File: src/design/hsv_to_rgb_converter_core_assert.svh
// assertion macros for the hsv to rgb converter core
`ifndef HSV_TO_RGB_CONVERTER_CORE_ASSERT_SVH
`define HSV_TO_RGB_CONVERTER_CORE_ASSERT_SVH
`ifndef SYNTHESIS
// same-cycle implication
`define HSV2RGB_ASSERT_IMP(label, clk, rst_n, pre, post) \
	label: assert property (@(posedge clk) disable iff (!rst_n) (pre) |-> (post)) \
		else $error("hsv2rgb implication check failed");
// implication after a fixed number of cycles
`define HSV2RGB_ASSERT_DLY(label, clk, rst_n, pre, lat, post) \
	label: assert property (@(posedge clk) disable iff (!rst_n) (pre) |-> ##lat (post)) \
		else $error("hsv2rgb delayed check failed");
`else
`define HSV2RGB_ASSERT_IMP(label, clk, rst_n, pre, post)
`define HSV2RGB_ASSERT_DLY(label, clk, rst_n, pre, lat, post)
`endif
`endif

File: src/design/hsv2rgb_pkg.sv
// shared types and constants of the hsv to rgb converter
`timescale 1ns / 1ps
`default_nettype none
package hsv2rgb_pkg;

	// width of the hue field
	localparam int HUE_W = 13;

	// 60-degree hue sectors; odd sectors have bit 0 set
	typedef enum logic [2:0] {
		SEC_R_TO_Y = 3'd0,
		SEC_Y_TO_G = 3'd1,
		SEC_G_TO_C = 3'd2,
		SEC_C_TO_B = 3'd3,
		SEC_B_TO_M = 3'd4,
		SEC_M_TO_R = 3'd5
	} sector_t;

endpackage
`default_nettype wire

File: src/design/hsv2rgb_hue_split.sv
// two-stage hue split into sector and in-sector weight
`timescale 1ns / 1ps
`default_nettype none
module hsv2rgb_hue_split import hsv2rgb_pkg::*; #(
	parameter int HUE_FRAC_BITS = 4,
	localparam int SECTOR_W = 60 << HUE_FRAC_BITS,
	localparam int TW = $clog2(SECTOR_W + 1)
) (
	input  logic                clk,
	input  logic                en_s0,
	input  logic                en_s1,
	input  logic [HUE_W-1:0]    hue,
	output sector_t             sector_s2,
	output logic [TW-1:0]       t_s2
);

	localparam int HUE_MAX = 6 * SECTOR_W;
	localparam int XW = ($clog2(HUE_MAX + 1) > HUE_W) ? $clog2(HUE_MAX + 1) : HUE_W;

	logic [XW-1:0] hue_x;
	sector_t       sec;
	logic [XW-1:0] base;
	logic          full;
	logic [TW-1:0] rem;
	sector_t       sector_s1;
	logic [TW-1:0] rem_s1;
	logic [TW-1:0] t;

	assign hue_x = XW'(hue);

	// sector by threshold compares, hue past 360 degrees pins to the last sector end
	always_comb begin
		sec  = SEC_R_TO_Y;
		base = '0;
		full = 1'b0;
		if (hue_x >= XW'(6 * SECTOR_W)) begin
			sec  = SEC_M_TO_R;
			full = 1'b1;
		end else if (hue_x >= XW'(5 * SECTOR_W)) begin
			sec  = SEC_M_TO_R;
			base = XW'(5 * SECTOR_W);
		end else if (hue_x >= XW'(4 * SECTOR_W)) begin
			sec  = SEC_B_TO_M;
			base = XW'(4 * SECTOR_W);
		end else if (hue_x >= XW'(3 * SECTOR_W)) begin
			sec  = SEC_C_TO_B;
			base = XW'(3 * SECTOR_W);
		end else if (hue_x >= XW'(2 * SECTOR_W)) begin
			sec  = SEC_G_TO_C;
			base = XW'(2 * SECTOR_W);
		end else if (hue_x >= XW'(SECTOR_W)) begin
			sec  = SEC_Y_TO_G;
			base = XW'(SECTOR_W);
		end
	end

	assign rem = full ? TW'(SECTOR_W) : TW'(hue_x - base);

	// stage 1 register
	always_ff @(posedge clk) begin
		if (en_s0) begin
			sector_s1 <= sec;
			rem_s1    <= rem;
		end
	end

	// odd sectors fall, so their weight runs backward
	assign t = sector_s1[0] ? (TW'(SECTOR_W) - rem_s1) : rem_s1;

	// stage 2 register
	always_ff @(posedge clk) begin
		if (en_s1) begin
			sector_s2 <= sector_s1;
			t_s2      <= t;
		end
	end

endmodule
`default_nettype wire

File: src/design/hsv2rgb_chroma.sv
// two-stage chroma: product, then rounded divide by full scale
`timescale 1ns / 1ps
`default_nettype none
module hsv2rgb_chroma #(
	parameter int CHANNEL_BITS = 8
) (
	input  logic                    clk,
	input  logic                    en_s0,
	input  logic                    en_s1,
	input  logic [CHANNEL_BITS-1:0] saturation,
	input  logic [CHANNEL_BITS-1:0] brightness,
	output logic [CHANNEL_BITS-1:0] c_s2
);

	localparam int N = CHANNEL_BITS;
	localparam int CMAX = (1 << N) - 1;

	logic [2*N-1:0] p_s1;
	logic [2*N-1:0] pp;
	logic [2*N:0]   sum;

	// stage 1: brightness times saturation
	always_ff @(posedge clk) begin
		if (en_s0) begin
			p_s1 <= (2*N)'(brightness) * (2*N)'(saturation);
		end
	end

	// divide by 2^n-1 with rounding: add half, then fold the high part back in
	assign pp  = p_s1 + (2*N)'(CMAX >> 1);
	assign sum = (2*N+1)'(pp) + (2*N+1)'(pp >> N) + (2*N+1)'(1);

	// stage 2 register
	always_ff @(posedge clk) begin
		if (en_s1) begin
			c_s2 <= sum[N +: N];
		end
	end

endmodule
`default_nettype wire

File: src/design/hsv2rgb_secondary.sv
// two-stage secondary component: chroma times weight, then divide by sector width
`timescale 1ns / 1ps
`default_nettype none
module hsv2rgb_secondary #(
	parameter int CHANNEL_BITS = 8,
	parameter int HUE_FRAC_BITS = 4,
	localparam int SECTOR_W = 60 << HUE_FRAC_BITS,
	localparam int TW = $clog2(SECTOR_W + 1)
) (
	input  logic                    clk,
	input  logic                    en_s2,
	input  logic                    en_s3,
	input  logic [CHANNEL_BITS-1:0] c_s2,
	input  logic [TW-1:0]           t_s2,
	output logic [CHANNEL_BITS-1:0] x
);

	localparam int N = CHANNEL_BITS;
	localparam int NW = N + TW;
	// sector width is 15 * 2^(frac+2): shift first, then divide by 15
	localparam int PRE_SHIFT = HUE_FRAC_BITS + 2;
	localparam int YW = NW - PRE_SHIFT;
	localparam int SHIFT = N + 8;
	localparam int unsigned RECIP = ((1 << SHIFT) + 14) / 15;
	localparam int PW = YW + SHIFT;

	logic [NW-1:0] n_s3;
	logic [YW-1:0] y;
	logic [PW-1:0] prod_s4;

	// stage 3: rounded numerator, ties go up
	always_ff @(posedge clk) begin
		if (en_s2) begin
			n_s3 <= NW'(c_s2) * NW'(t_s2) + NW'(SECTOR_W / 2);
		end
	end

	assign y = n_s3[NW-1:PRE_SHIFT];

	// stage 4: reciprocal multiply for the divide by 15
	always_ff @(posedge clk) begin
		if (en_s3) begin
			prod_s4 <= PW'(y) * PW'(RECIP);
		end
	end

	assign x = prod_s4[SHIFT +: N];

endmodule
`default_nettype wire

File: src/design/hsv_to_rgb_converter_core.sv
// top level of the hsv to rgb converter core
// throughput: one pixel per clock, busy stays low, the pipeline never stalls
// stages: hue split and chroma product, chroma divide, secondary product,
// reciprocal divide, channel permutation with the offset added
// reset clears the valid bits only; a pixel in flight at reset is dropped
`timescale 1ns / 1ps
`default_nettype none
`include "hsv_to_rgb_converter_core_assert.svh"
module hsv_to_rgb_converter_core import hsv2rgb_pkg::*; #(
	parameter int CHANNEL_BITS = 8,
	parameter int HUE_FRAC_BITS = 4
) (
	input  logic                    clk,
	input  logic                    arst_n,
	input  logic                    start,
	output logic                    busy,
	input  logic [HUE_W-1:0]        hue,
	input  logic [CHANNEL_BITS-1:0] saturation,
	input  logic [CHANNEL_BITS-1:0] brightness,
	input  logic [CHANNEL_BITS-1:0] alpha_in,
	output logic                    done,
	output logic [CHANNEL_BITS-1:0] red,
	output logic [CHANNEL_BITS-1:0] green,
	output logic [CHANNEL_BITS-1:0] blue,
	output logic [CHANNEL_BITS-1:0] alpha_out
);

	localparam int N = CHANNEL_BITS;
	localparam int TW = $clog2((60 << HUE_FRAC_BITS) + 1);

	logic          accept;
	logic          v_s1, v_s2, v_s3, v_s4, v_s5;
	sector_t       sector_s2, sector_s3, sector_s4;
	logic [TW-1:0] t_s2;
	logic [N-1:0]  c_s2, c_s3, c_s4;
	logic [N-1:0]  x;
	logic [N-1:0]  bri_s1, bri_s2;
	logic [N-1:0]  m_s3, m_s4;
	logic [N-1:0]  alpha_s1, alpha_s2, alpha_s3, alpha_s4;
	logic [N-1:0]  r_sel, g_sel, b_sel;
	logic [N-1:0]  red_s5, green_s5, blue_s5, alpha_s5;

	// always ready for the next transfer
	assign busy   = 1'b0;
	assign accept = start && !busy;

	// valid bits travel with the data
	always_ff @(posedge clk or negedge arst_n) begin
		if (!arst_n) begin
			v_s1 <= 1'b0;
			v_s2 <= 1'b0;
			v_s3 <= 1'b0;
			v_s4 <= 1'b0;
			v_s5 <= 1'b0;
		end else begin
			v_s1 <= accept;
			v_s2 <= v_s1;
			v_s3 <= v_s2;
			v_s4 <= v_s3;
			v_s5 <= v_s4;
		end
	end

	// hue to sector and weight, stages 1 and 2
	hsv2rgb_hue_split #(
		.HUE_FRAC_BITS(HUE_FRAC_BITS)
	) u_hue_split (
		.clk       (clk),
		.en_s0     (accept),
		.en_s1     (v_s1),
		.hue       (hue),
		.sector_s2 (sector_s2),
		.t_s2      (t_s2)
	);

	// chroma, stages 1 and 2
	hsv2rgb_chroma #(
		.CHANNEL_BITS(CHANNEL_BITS)
	) u_chroma (
		.clk        (clk),
		.en_s0      (accept),
		.en_s1      (v_s1),
		.saturation (saturation),
		.brightness (brightness),
		.c_s2       (c_s2)
	);

	// secondary component, stages 3 and 4
	hsv2rgb_secondary #(
		.CHANNEL_BITS (CHANNEL_BITS),
		.HUE_FRAC_BITS(HUE_FRAC_BITS)
	) u_secondary (
		.clk   (clk),
		.en_s2 (v_s2),
		.en_s3 (v_s3),
		.c_s2  (c_s2),
		.t_s2  (t_s2),
		.x     (x)
	);

	// sideband delay line and the brightness offset
	always_ff @(posedge clk) begin
		if (accept) begin
			bri_s1   <= brightness;
			alpha_s1 <= alpha_in;
		end
		if (v_s1) begin
			bri_s2   <= bri_s1;
			alpha_s2 <= alpha_s1;
		end
		if (v_s2) begin
			c_s3      <= c_s2;
			m_s3      <= bri_s2 - c_s2;
			sector_s3 <= sector_s2;
			alpha_s3  <= alpha_s2;
		end
		if (v_s3) begin
			m_s4      <= m_s3;
			sector_s4 <= sector_s3;
			alpha_s4  <= alpha_s3;
		end
	end

	// chroma aligned with stage 4
	always_ff @(posedge clk) begin
		if (v_s3) begin
			c_s4 <= c_s3;
		end
	end

	// sector permutation of chroma, secondary and zero
	always_comb begin
		r_sel = '0;
		g_sel = '0;
		b_sel = '0;
		case (sector_s4)
			SEC_R_TO_Y: begin
				r_sel = c_s4;
				g_sel = x;
			end
			SEC_Y_TO_G: begin
				r_sel = x;
				g_sel = c_s4;
			end
			SEC_G_TO_C: begin
				g_sel = c_s4;
				b_sel = x;
			end
			SEC_C_TO_B: begin
				g_sel = x;
				b_sel = c_s4;
			end
			SEC_B_TO_M: begin
				r_sel = x;
				b_sel = c_s4;
			end
			default: begin
				r_sel = c_s4;
				b_sel = x;
			end
		endcase
	end

	// stage 5: output registers with the offset added
	always_ff @(posedge clk) begin
		if (v_s4) begin
			red_s5   <= r_sel + m_s4;
			green_s5 <= g_sel + m_s4;
			blue_s5  <= b_sel + m_s4;
			alpha_s5 <= alpha_s4;
		end
	end

	assign done      = v_s5;
	assign red       = red_s5;
	assign green     = green_s5;
	assign blue      = blue_s5;
	assign alpha_out = alpha_s5;

	// checks
	`HSV2RGB_ASSERT_DLY(a_latency, clk, arst_n, accept, 5, done && (alpha_out == $past(alpha_in, 5)))
	`HSV2RGB_ASSERT_IMP(a_done_has_source, clk, arst_n, done, $past(accept, 5))
	`HSV2RGB_ASSERT_IMP(a_chroma_in_range, clk, arst_n, v_s2, c_s2 <= bri_s2)

endmodule
`default_nettype wire

File: config.mk
export PLATFORM = sky130hd
export DESIGN_NAME = hsv_to_rgb_converter_core
export DESIGN_NICKNAME = d
export VERILOG_FILES = /design/src/design/hsv2rgb_pkg.sv /design/src/design/hsv2rgb_hue_split.sv /design/src/design/hsv2rgb_chroma.sv /design/src/design/hsv2rgb_secondary.sv /design/src/design/hsv_to_rgb_converter_core.sv
export VERILOG_INCLUDE_DIRS = /design/src /design/src/design
export SDC_FILE = /design/constraint.sdc
export NUM_CORES = 1
export LEC_CHECK = 0
export ABC_AREA = 1
export BUFFER_PORTS_ARGS = -buffer_cell sky130_fd_sc_hd__buf_2
export CORE_UTILIZATION = 30
export DETAILED_ROUTE_END_ITERATION = 12
export GPL_TIMING_DRIVEN = 0
export SYNTH_ARGS = -nofsm -noshare
export SYNTH_HDL_FRONTEND = slang
export SYNTH_SLANG_ARGS = --single-unit
export TNS_END_PERCENT = 20
File: constraint.sdc
create_clock -name clk -period 10.1 [get_ports clk]
set_input_delay 2.02 -clock clk [delete_from_list [all_inputs] [get_ports clk]]
set_output_delay 2.02 -clock clk [all_outputs]
set_load 0.1 [all_outputs]
Word-level counts from Yosys, hierarchy flattened:

Cells that the tools add are included.

* input port bits: 40
* output and inout port bits: 34
* register bits after elaboration: 214
* word-level logic and storage cells: 77

* multiply operators: 3
* magnitude comparators: 6
* equal/unequal tests: 4
* $add $sub $neg: 10
* multiplexer cells: 15
* reductions and logical operators: 9

Operator list (count)
* $mux 10: 7
* $pmux 8 s2: 3
* $ge 13x12->1 const B: 2
* $ge 13x13->1 const B: 2
* $add 8x8->8: 3
* $mul 12x12->23 const B: 1
* $add 18x9->18 const B: 1
* $mul 8x10->18: 1
* $add 16x1->16 const B: 1
* $add 16x7->16 const B: 1
* $add 16x8->16: 1
* $mul 8x8->16: 1
* $reduce_or 2->1: 7
* $ge 13x10->1 const B: 1
* $ge 13x11->1 const B: 1
* $sub 10x10->10: 1
* $sub 10x10->10 const A: 1
* $sub 8x8->8: 1
* $eq 3x2->1 const B: 2
* $mux 3: 2
* $eq 3x1->1 const B: 1
* $eq 3x3->1 const B: 1
* $logic_not 3->1: 1
* $mux 1: 3
* $reduce_or 3->1: 1

Depth between registers and ports, before layout:

Gate-level depths: netlist of run 1.

* depth after elaboration: 8
* mapped depth: 22
* depth with buffers taken out: 21

Modules after synthesis:

A second synthesis of run 1 with hierarchy kept.

* cells, all modules: 1721
* area, all modules: 15574.9 um^2

By module, submodules not included
* hsv_to_rgb_converter_core: cells an instance 384, instances 1, area an instance 5300.1 um^2, sequential area each 3668.5 um^2
* hsv2rgb_secondary: cells an instance 664, instances 1, area an instance 4998.5 um^2, sequential area each 600.6 um^2
* hsv2rgb_chroma: cells an instance 535, instances 1, area an instance 3897.5 um^2, sequential area each 720.7 um^2
* hsv2rgb_hue_split: cells an instance 138, instances 1, area an instance 1378.8 um^2, sequential area each 780.7 um^2

Least setup slack after synthesis of run 1:

No wires, ideal clock.

* path type: input to register
* from: in saturation[7]
* to: reg u_chroma.p_s1[12] (data pin)
* cell stages on the path: 15
* buffers on the path: 1
* setup time: 0.264 ns
* data arrival time: 5.711 ns
* data required time: 9.836 ns
* setup slack: 4.125 ns
* cells stage by stage: clkbuf_1 nand2_1 fa_1 fa_1 inv_1 fa_1 inv_1 fa_1 inv_1 ha_1 a21oi_1 a21boi_0 o21ai_0 a31oi_1 xor2_1

* longest elaborated chain between the ends: 1

RTL lines
* start: declaration: RTL line hsv_to_rgb_converter_core.sv:18 `input logic [CHANNEL_BITS-1:0] saturation,`
* $mul 8x8->16: RTL line hsv2rgb_chroma.sv:25 `p_s1 <= (2*N)'(brightness) * (2*N)'(saturation);`
* end signal: assignment: RTL line hsv2rgb_chroma.sv:25
* end: declaration: RTL line hsv2rgb_chroma.sv:18 `logic [2*N-1:0] p_s1;`

Every way passes these cells.
A chain may end at the register's enable or synchronous reset.

Worst setup path in the final report of run 1:

* from: in brightness[0]
* to: reg u_chroma.p_s1[12] (data pin)

* longest elaborated chain between the ends: 1

RTL lines
* start: declaration: RTL line hsv_to_rgb_converter_core.sv:19 `input logic [CHANNEL_BITS-1:0] brightness,`
* $mul 8x8->16: RTL line hsv2rgb_chroma.sv:25

Every way passes these cells.

==> results of run 1 <==
-- flip-flops by register name, indices dropped and copies added (netlist names), 8 cells and up --
name and flops:
u_secondary.n_s3 12, red 8, alpha_s4 8, u_hue_split.t_s2 10, alpha_s2 8, m_s3 8
u_secondary.prod_s4 8, u_chroma.p_s1 16, c_s4 8, m_s4 8, c_s3 8, green 8
alpha_out 8, u_chroma.c_s2 8, u_hue_split.rem_s1 10, blue 8, bri_s2 8, alpha_s1 8
bri_s1 8, alpha_s3 8
-- logic make-up (layout without fill, tap and decap cells) --
group,count (synthesis),in the layout
compound gates,155,155
simple gates,452,452
other cells,1,1
fa+ha+maj,270,270
buf+inv,413,509
flops,193,193
xor+xnor,73,73
-- per-layer routing --
layer / global-route usage [%] / part of all wire [%] / vias up / wire (microns)
li1: - / - / 5101 / -
met3: 1.659 / 2.9 / 29 / 825
met5: 0 / 0 / - / 0
met4: 3.621 / 1.6 / 0 / 459
met2: 19.89 / 48 / 178 / 13550
met1: 14.80 / 47 / 4712 / 13350
-- through the flow --
stage                     utilization, %  instance area [sq um]
final                              33.92                  16600
after global routing               33.92                  16600
after CTS                          33.92                  16600
after detailed placement           32.74                  16020
after global placement             32.73                  16020
after floorplan                        -                  14870
-- cells in the final DEF, fill, tap and decap left out, types with 4 or more instances in the layout --
| cell type | count |
|---|---|
| clkbuf_1 | 33 |
| clkbuf_16 | 17 |
| a31oi_1 | 4 |
| o21ai_0 | 31 |
| nor3_1 | 10 |
| edfxtp_1 | 188 |
| xor2_1 | 58 |
| nand2_2 | 12 |
| nor2_4 | 4 |
| nor2_1 | 49 |
| o21bai_1 | 6 |
| ha_1 | 173 |
| nand3_1 | 29 |
| a21oi_1 | 69 |
| inv_2 | 4 |
| fa_1 | 97 |
| o22ai_1 | 24 |
| inv_1 | 373 |
| nand4_1 | 10 |
| xnor2_1 | 15 |
| nor2_2 | 6 |
| buf_2 | 65 |
| nand2_1 | 319 |
-- final cells by class --
| type | count | area (sq um) |
|---|---|---|
| Fill cell | 4968 | 32350 |
| Multi-Input combinational cell | 951 | 7542 |
| Sequential cell | 193 | 5774 |
| Inverter | 379 | 1425 |
| Tap cell | 664 | 830.8 |
| Clock buffer | 18 | 429.2 |
| Timing Repair Buffer | 64 | 320.3 |
| Clock inverter | 14 | 150.1 |
| Buffer | 34 | 132.6 |
-- worst max-delay path, stage by stage --
cell and delay (ps):
buf_2 110, clkbuf_1 360, nand2_1 140, fa_1 540, fa_1 550, inv_1 60
fa_1 520, inv_1 50, fa_1 520, inv_1 40, ha_1 340, a21oi_1 190
a21boi_0 300, o21ai_0 200, a31oi_1 190, xor2_1 80
-- worst max-delay path by stage --
stage	from	end
after global routing	brightness[0]	u_chroma.p_s1[12]$_DFFE_PP_
after CTS	brightness[0]	u_chroma.p_s1[12]$_DFFE_PP_
final	brightness[0]	u_chroma.p_s1[12]$_DFFE_PP_
after floorplan	saturation[7]	u_chroma.p_s1[12]$_DFFE_PP_
after global placement	brightness[0]	u_chroma.p_s1[12]$_DFFE_PP_
after detailed placement	brightness[0]	u_chroma.p_s1[12]$_DFFE_PP_
==> results_dict.tcl, run 1 <==
set metrics [dict create \
    antenna_found_initial 0 \
    cts_buffers 17 \
    ys_types 48 \
    routed_wl_microns 28180 \
    n_antenna_cell 0 \
    cts_resized 0 \
    whs_ps 413.5 \
    drv_cap 0 \
    max_freq_ghz 0.1653 \
    min_period_over_period_pct 59.88 \
    cts-root-buf "clkbuf_16" \
    hold_violations 0 \
    chipWidth_microns 224.6 \
    grt_pass1_vias 10110 \
    synth.most_common_cell "inv_1" \
    async_flop_share_pct 2.591 \
    r2r_end "u_secondary.n_s3[16]$_DFFE_PP_" \
    yosysWarningCount 0 \
    synth.top_cells.by_count "inv_1, nand2_1, edfxtp_1" \
    rows 81 \
    min_period_ps 6048 \
    timing.reg2reg.setup_slack_ps 5240 \
    rsz0062_at_grt "false" \
    post-place-ws_ps 3609 \
    status "completed" \
    synthXorXnorAreaFrac_pct 4.300 \
    crit_type "primary input to flip-flop" \
    drive_above_1_share_pct 8.106 \
    cts.sink_count 193 \
    die_height_microns 224.6 \
    slew_viol_final 0 \
    synthAdderAreaFrac_pct 27.61 \
    layout_setup_ws_ps 4052 \
    gp_congestion 0.8573 \
    drtAntennaViolNets 0 \
    nets 1950 \
    yosysSeqAreaShare_pct 38.81 \
    yosys_register_bits 193 \
    grt_util_all_layers_pct 11.52 \
    ys_top_cells_by_area "edfxtp_1, ha_1, fa_1" \
    critPathLaunchType "primary input" \
    relSlewSlack_pct 13.65 \
    wl_per_cell_microns 12.16 \
    finalSetupTns_ps 0 \
    yosysTopAreaCell "edfxtp_1" \
    tightest_slew_ps 1295 \
    ctsHoldBuffers 0 \
    clkTransAtPathRegs_ps 70 \
    end_kind "flip-flop" \
    area_delta_synth_final_pct 11.66 \
    cts_setup_buffers 0 \
    synth_compound_area_share_pct 5.915 \
    drtIter0Drc 631 \
    timing.rr.start "u_chroma.c_s2[6]$_DFFE_PP_" \
    synth_edf_count 188 \
    cts_max_level 4 \
    synthFlopType "edfxtp_1" \
    dieArea_sq_um 50460 \
    yosysTopAreaCellShare_pct 37.96 \
    worst_clock_skew_ps 16.94 \
    postSynthAreaPerCell_sq_um 9.551 \
    grt_max_degree 47 \
    drc 0 \
    grt_overflow 0 \
    pin_count 74 \
    stdcell_count 2317 \
    dpl.cell_count 2285 \
    start_util_pct 30.38 \
    vias_per_cell 4.325 \
    synth_mux_area_share_pct 0 \
    reg2reg_depth 19 \
    cp.arrival_ps 6230 \
    dr_total_vias 10020 \
    synthSimpleGateAreaFrac_pct 12.86 \
    finalSetupViolations 0 \
    min_path_type "flip-flop to flip-flop" \
    clock_path_buffers 2 \
    synth_top_family_by_area "adder cells" \
    grt_pass1_wl_microns 47470 \
    io_buffers 64 \
    synth_fp_nets 1867 \
    core_area_sq_um 48950 \
    holdPathEnd "bri_s2[2]$_DFFE_PP_" \
    cts_tree "built" \
    clock_latency_ps 440 \
    worst-path-max-fanout 8 \
    syn_area_sq_um 14870 \
    syn_inst 1557 \
    required_ps 10280 \
    min_from "bri_s1[2]$_DFFE_PP_" \
    firstDrtPassIters 7 \
    hpwl_microns 23110 \
    worstHoldPathCells 0 \
]
Power of run 1 is not shown: default switching activity piles up to over one toggle a cycle in this logic, so the estimate is an artifact.
==> run 2, diff against run 1 <==
--- a/config.mk
+++ b/config.mk
@@ -6,7 +6,7 @@
 export SDC_FILE = /design/constraint.sdc
 export NUM_CORES = 1
 export LEC_CHECK = 0
-export ABC_AREA = 1
+export ABC_AREA = 0
 export BUFFER_PORTS_ARGS = -buffer_cell sky130_fd_sc_hd__buf_2
 export CORE_UTILIZATION = 30
 export DETAILED_ROUTE_END_ITERATION = 12
==> constraint.sdc (replaced) <==
create_clock -name clk -period 6.2 [get_ports clk]
set_input_delay 1.24 -clock clk [delete_from_list [all_inputs] [get_ports clk]]
set_output_delay 1.24 -clock clk [all_outputs]
set_load 0.1 [all_outputs]
==> results_dict.tcl, run 2 <==
set metrics [dict create \
    wl_per_cell_microns 13.15 \
    layout_setup_ws_ps 649.9 \
    routed_wl_microns 26120 \
    gp_congestion 0.8401 \
    cts-root-buf "clkbuf_16" \
    nets 1676 \
    clock_path_buffers 2 \
    drive_above_1_share_pct 8.774 \
    synthFlopType "edfxtp_1" \
    hold_violations 0 \
    pin_count 74 \
    synth.most_common_cell "inv_1" \
    final_common_cell "inv_1" \
    grt_overflow 0 \
    cts.sink_count 193 \
    grt_util_all_layers_pct 11.12 \
    finalSetupTns_ps 0 \
    vias_per_cell 4.531 \
    min_period_over_period_pct 89.52 \
    top_regs "u_chroma.p_s1 x16, u_secondary.n_s3 x12" \
    relSlewSlack_pct 14.99 \
    drtIter0Drc 371 \
    grt_pass1_wl_microns 44370 \
    top_layer_used "met5" \
    synth_edf_count 188 \
    slew_viol_final 0 \
    worst_clock_skew_ps 15.37 \
    cts_setup_buffers 0 \
    dieArea_sq_um 48780 \
    met3_length_microns 931 \
    status "complete, but fails checks" \
    fin_area_sq_um 16080 \
    dr_total_vias 8999 \
    async_flop_share_pct 2.591 \
    ctsHoldBuffers 0 \
    yosys_register_bits 193 \
    yosysSeqAreaShare_pct 40.16 \
    ys_types 59 \
    wl_met1_microns 12010 \
    core_area_sq_um 46850 \
    start_util_pct 30.67 \
    rsz0062_at_grt "false" \
    drtAntennaViolNets 0 \
    final_util_pct 34.32 \
    postPlaceCellArea_sq_um 15490 \
    cts_tree "built" \
    die_height_microns 220.9 \
    area_delta_synth_final_pct 11.89 \
    post-place-ws_ps 163.7 \
    end_kind "flip-flop" \
    crit_type "flip-flop to flip-flop" \
    cp.arrival_ps 5720 \
    synth_fp_nets 1586 \
    syn_inst 1276 \
    yosysTopAreaCellShare_pct 39.29 \
    clkTransAtPathRegs_ps 70 \
    postSynthAreaPerCell_sq_um 11.26 \
    hpwl_microns 21210 \
    clock_latency_ps 440 \
    chipWidth_microns 220.9 \
    syn_area_sq_um 14370 \
    antenna_found_initial 1 \
    io_buffers 71 \
    rows 79 \
    grt_max_degree 47 \
    min_period_ps 5550 \
    max_freq_ghz 0.1802 \
    worst-path-max-fanout 10 \
    synth.top_cells.by_count "inv_1, edfxtp_1, ha_1" \
    yosysWarningCount 0 \
    cts_max_level 4 \
    min_path_type "flip-flop to flip-flop" \
    cts_resized 0 \
    finalSetupViolations 0 \
    cts_buffers 17 \
    drv_cap 0 \
    max_flop_register "u_chroma.p_s1" \
    n_antenna_cell 0 \
    drc 5 \
    critPathLaunchType "flip-flop" \
    firstDrtPassIters 10 \
    fill_cells 4735 \
    tightest_slew_ps 1275 \
    largest_register_ffs 16 \
    grt_pass1_vias 9173 \
    wl_met2_microns 12830 \
    required_ps 6370 \
    ys_top_cells_by_area "edfxtp_1, ha_1, fa_1" \
    final_cell_mix "inv_1, edfxtp_1, ha_1" \
    violations "design-rule violations" \
    yosysTopAreaCell "edfxtp_1" \
]
==> run 2: cell count changes after synthesis, sizes merged, moves of 13 or more <==
cell and delta:
nor2 -24, inv -189, nand2 -216, a22o +19, xnor2 +51, a21o +13
and2 +108, nand3 -18, o22ai -23, clkbuf -14, xor2 -36
==> run 2: layout make-up <==
cell class / count / area [sq um] / share of cell area [%]
Inverter: 189 / 709.4 / 4.412
Buffer: 21 / 82.58 / 0.5136
Multi-Input combinational cell: 873 / 7807 / 48.56
Clock inverter: 15 / 165.2 / 1.027
Timing Repair Buffer: 71 / 355.3 / 2.210
Clock buffer: 17 / 425.4 / 2.646
Sequential cell: 193 / 5774 / 35.91
Tap cell: 607 / 759.5 / 4.723
==> run 2: path summary, 6_finish.rpt <==
check / slack (ps) / end / start / cells after the start
hold / removal: 420 / bri_s2[0]$_DFFE_PP_ / bri_s1[0]$_DFFE_PP_ / 0
hold reg to reg: 420 / bri_s2[0]$_DFFE_PP_ / bri_s1[0]$_DFFE_PP_ / 0
max in group asynchronous: 5450 / v_s3$_DFF_PN0_ / arst_n / 1
setup reg to reg: 650 / u_secondary.n_s3[17]$_DFFE_PP_ / u_chroma.c_s2[2]$_DFFE_PP_ / 17
setup / recovery: 650 / u_secondary.n_s3[17]$_DFFE_PP_ / u_chroma.c_s2[2]$_DFFE_PP_ / 17
min in group asynchronous: 600 / done$_DFF_PN0_ / arst_n / 1
==> run 2: per-stage QoR <==
step	hold slack, ps	instances
5_1_grt	419.6	1986
3_5_place_dp	404.5	1954
4_1_cts	418.0	1986
2_1_floorplan	400.3	1276
3_3_place_gp	400.7	1954
6_report	416.1	1986
==> run 2: layer usage <==
| layer | track usage (%) | up-vias |
|---|---|---|
| li1 | - | 4510 |
| met1 | 13.97 | 4334 |
| met2 | 19.16 | 131 |
| met3 | 2.284 | 22 |
| met4 | 3.384 | 2 |
| met5 | 0 | - |
==> run 2: cells by family (layout without fill, tap and decap cells) <==
family                   count (synthesis)  in the layout  share of synthesized area [%]
AO/OA/AOI/OAI                          181            181                          8.159
XOR/XNOR                                88             88                          5.416
adder cells (fa/ha/maj)                271            271                          28.65
buffers and inverters                  210            313                          5.512
flip-flops                             193            193                          40.16
multiplexers                             7              7                         0.5137
other                                    1              1                        0.02610
AND/OR/NAND/NOR                        325            325                          11.57
==> run 2: critical path, cell delays in order (launching register included) <==
cell and delay (ps):
edfxtp_1 390, clkbuf_1 420, nand2_1 160, fa_1 560, inv_1 50, fa_1 490
inv_1 50, fa_1 460, fa_1 540, inv_1 40, ha_1 330, a21oi_1 150
nor2b_1 60, a311o_1 380, o31ai_1 520, o21ai_0 230, o41ai_1 340, xnor2_1 120
Power of run 2 is left out for the same reason.
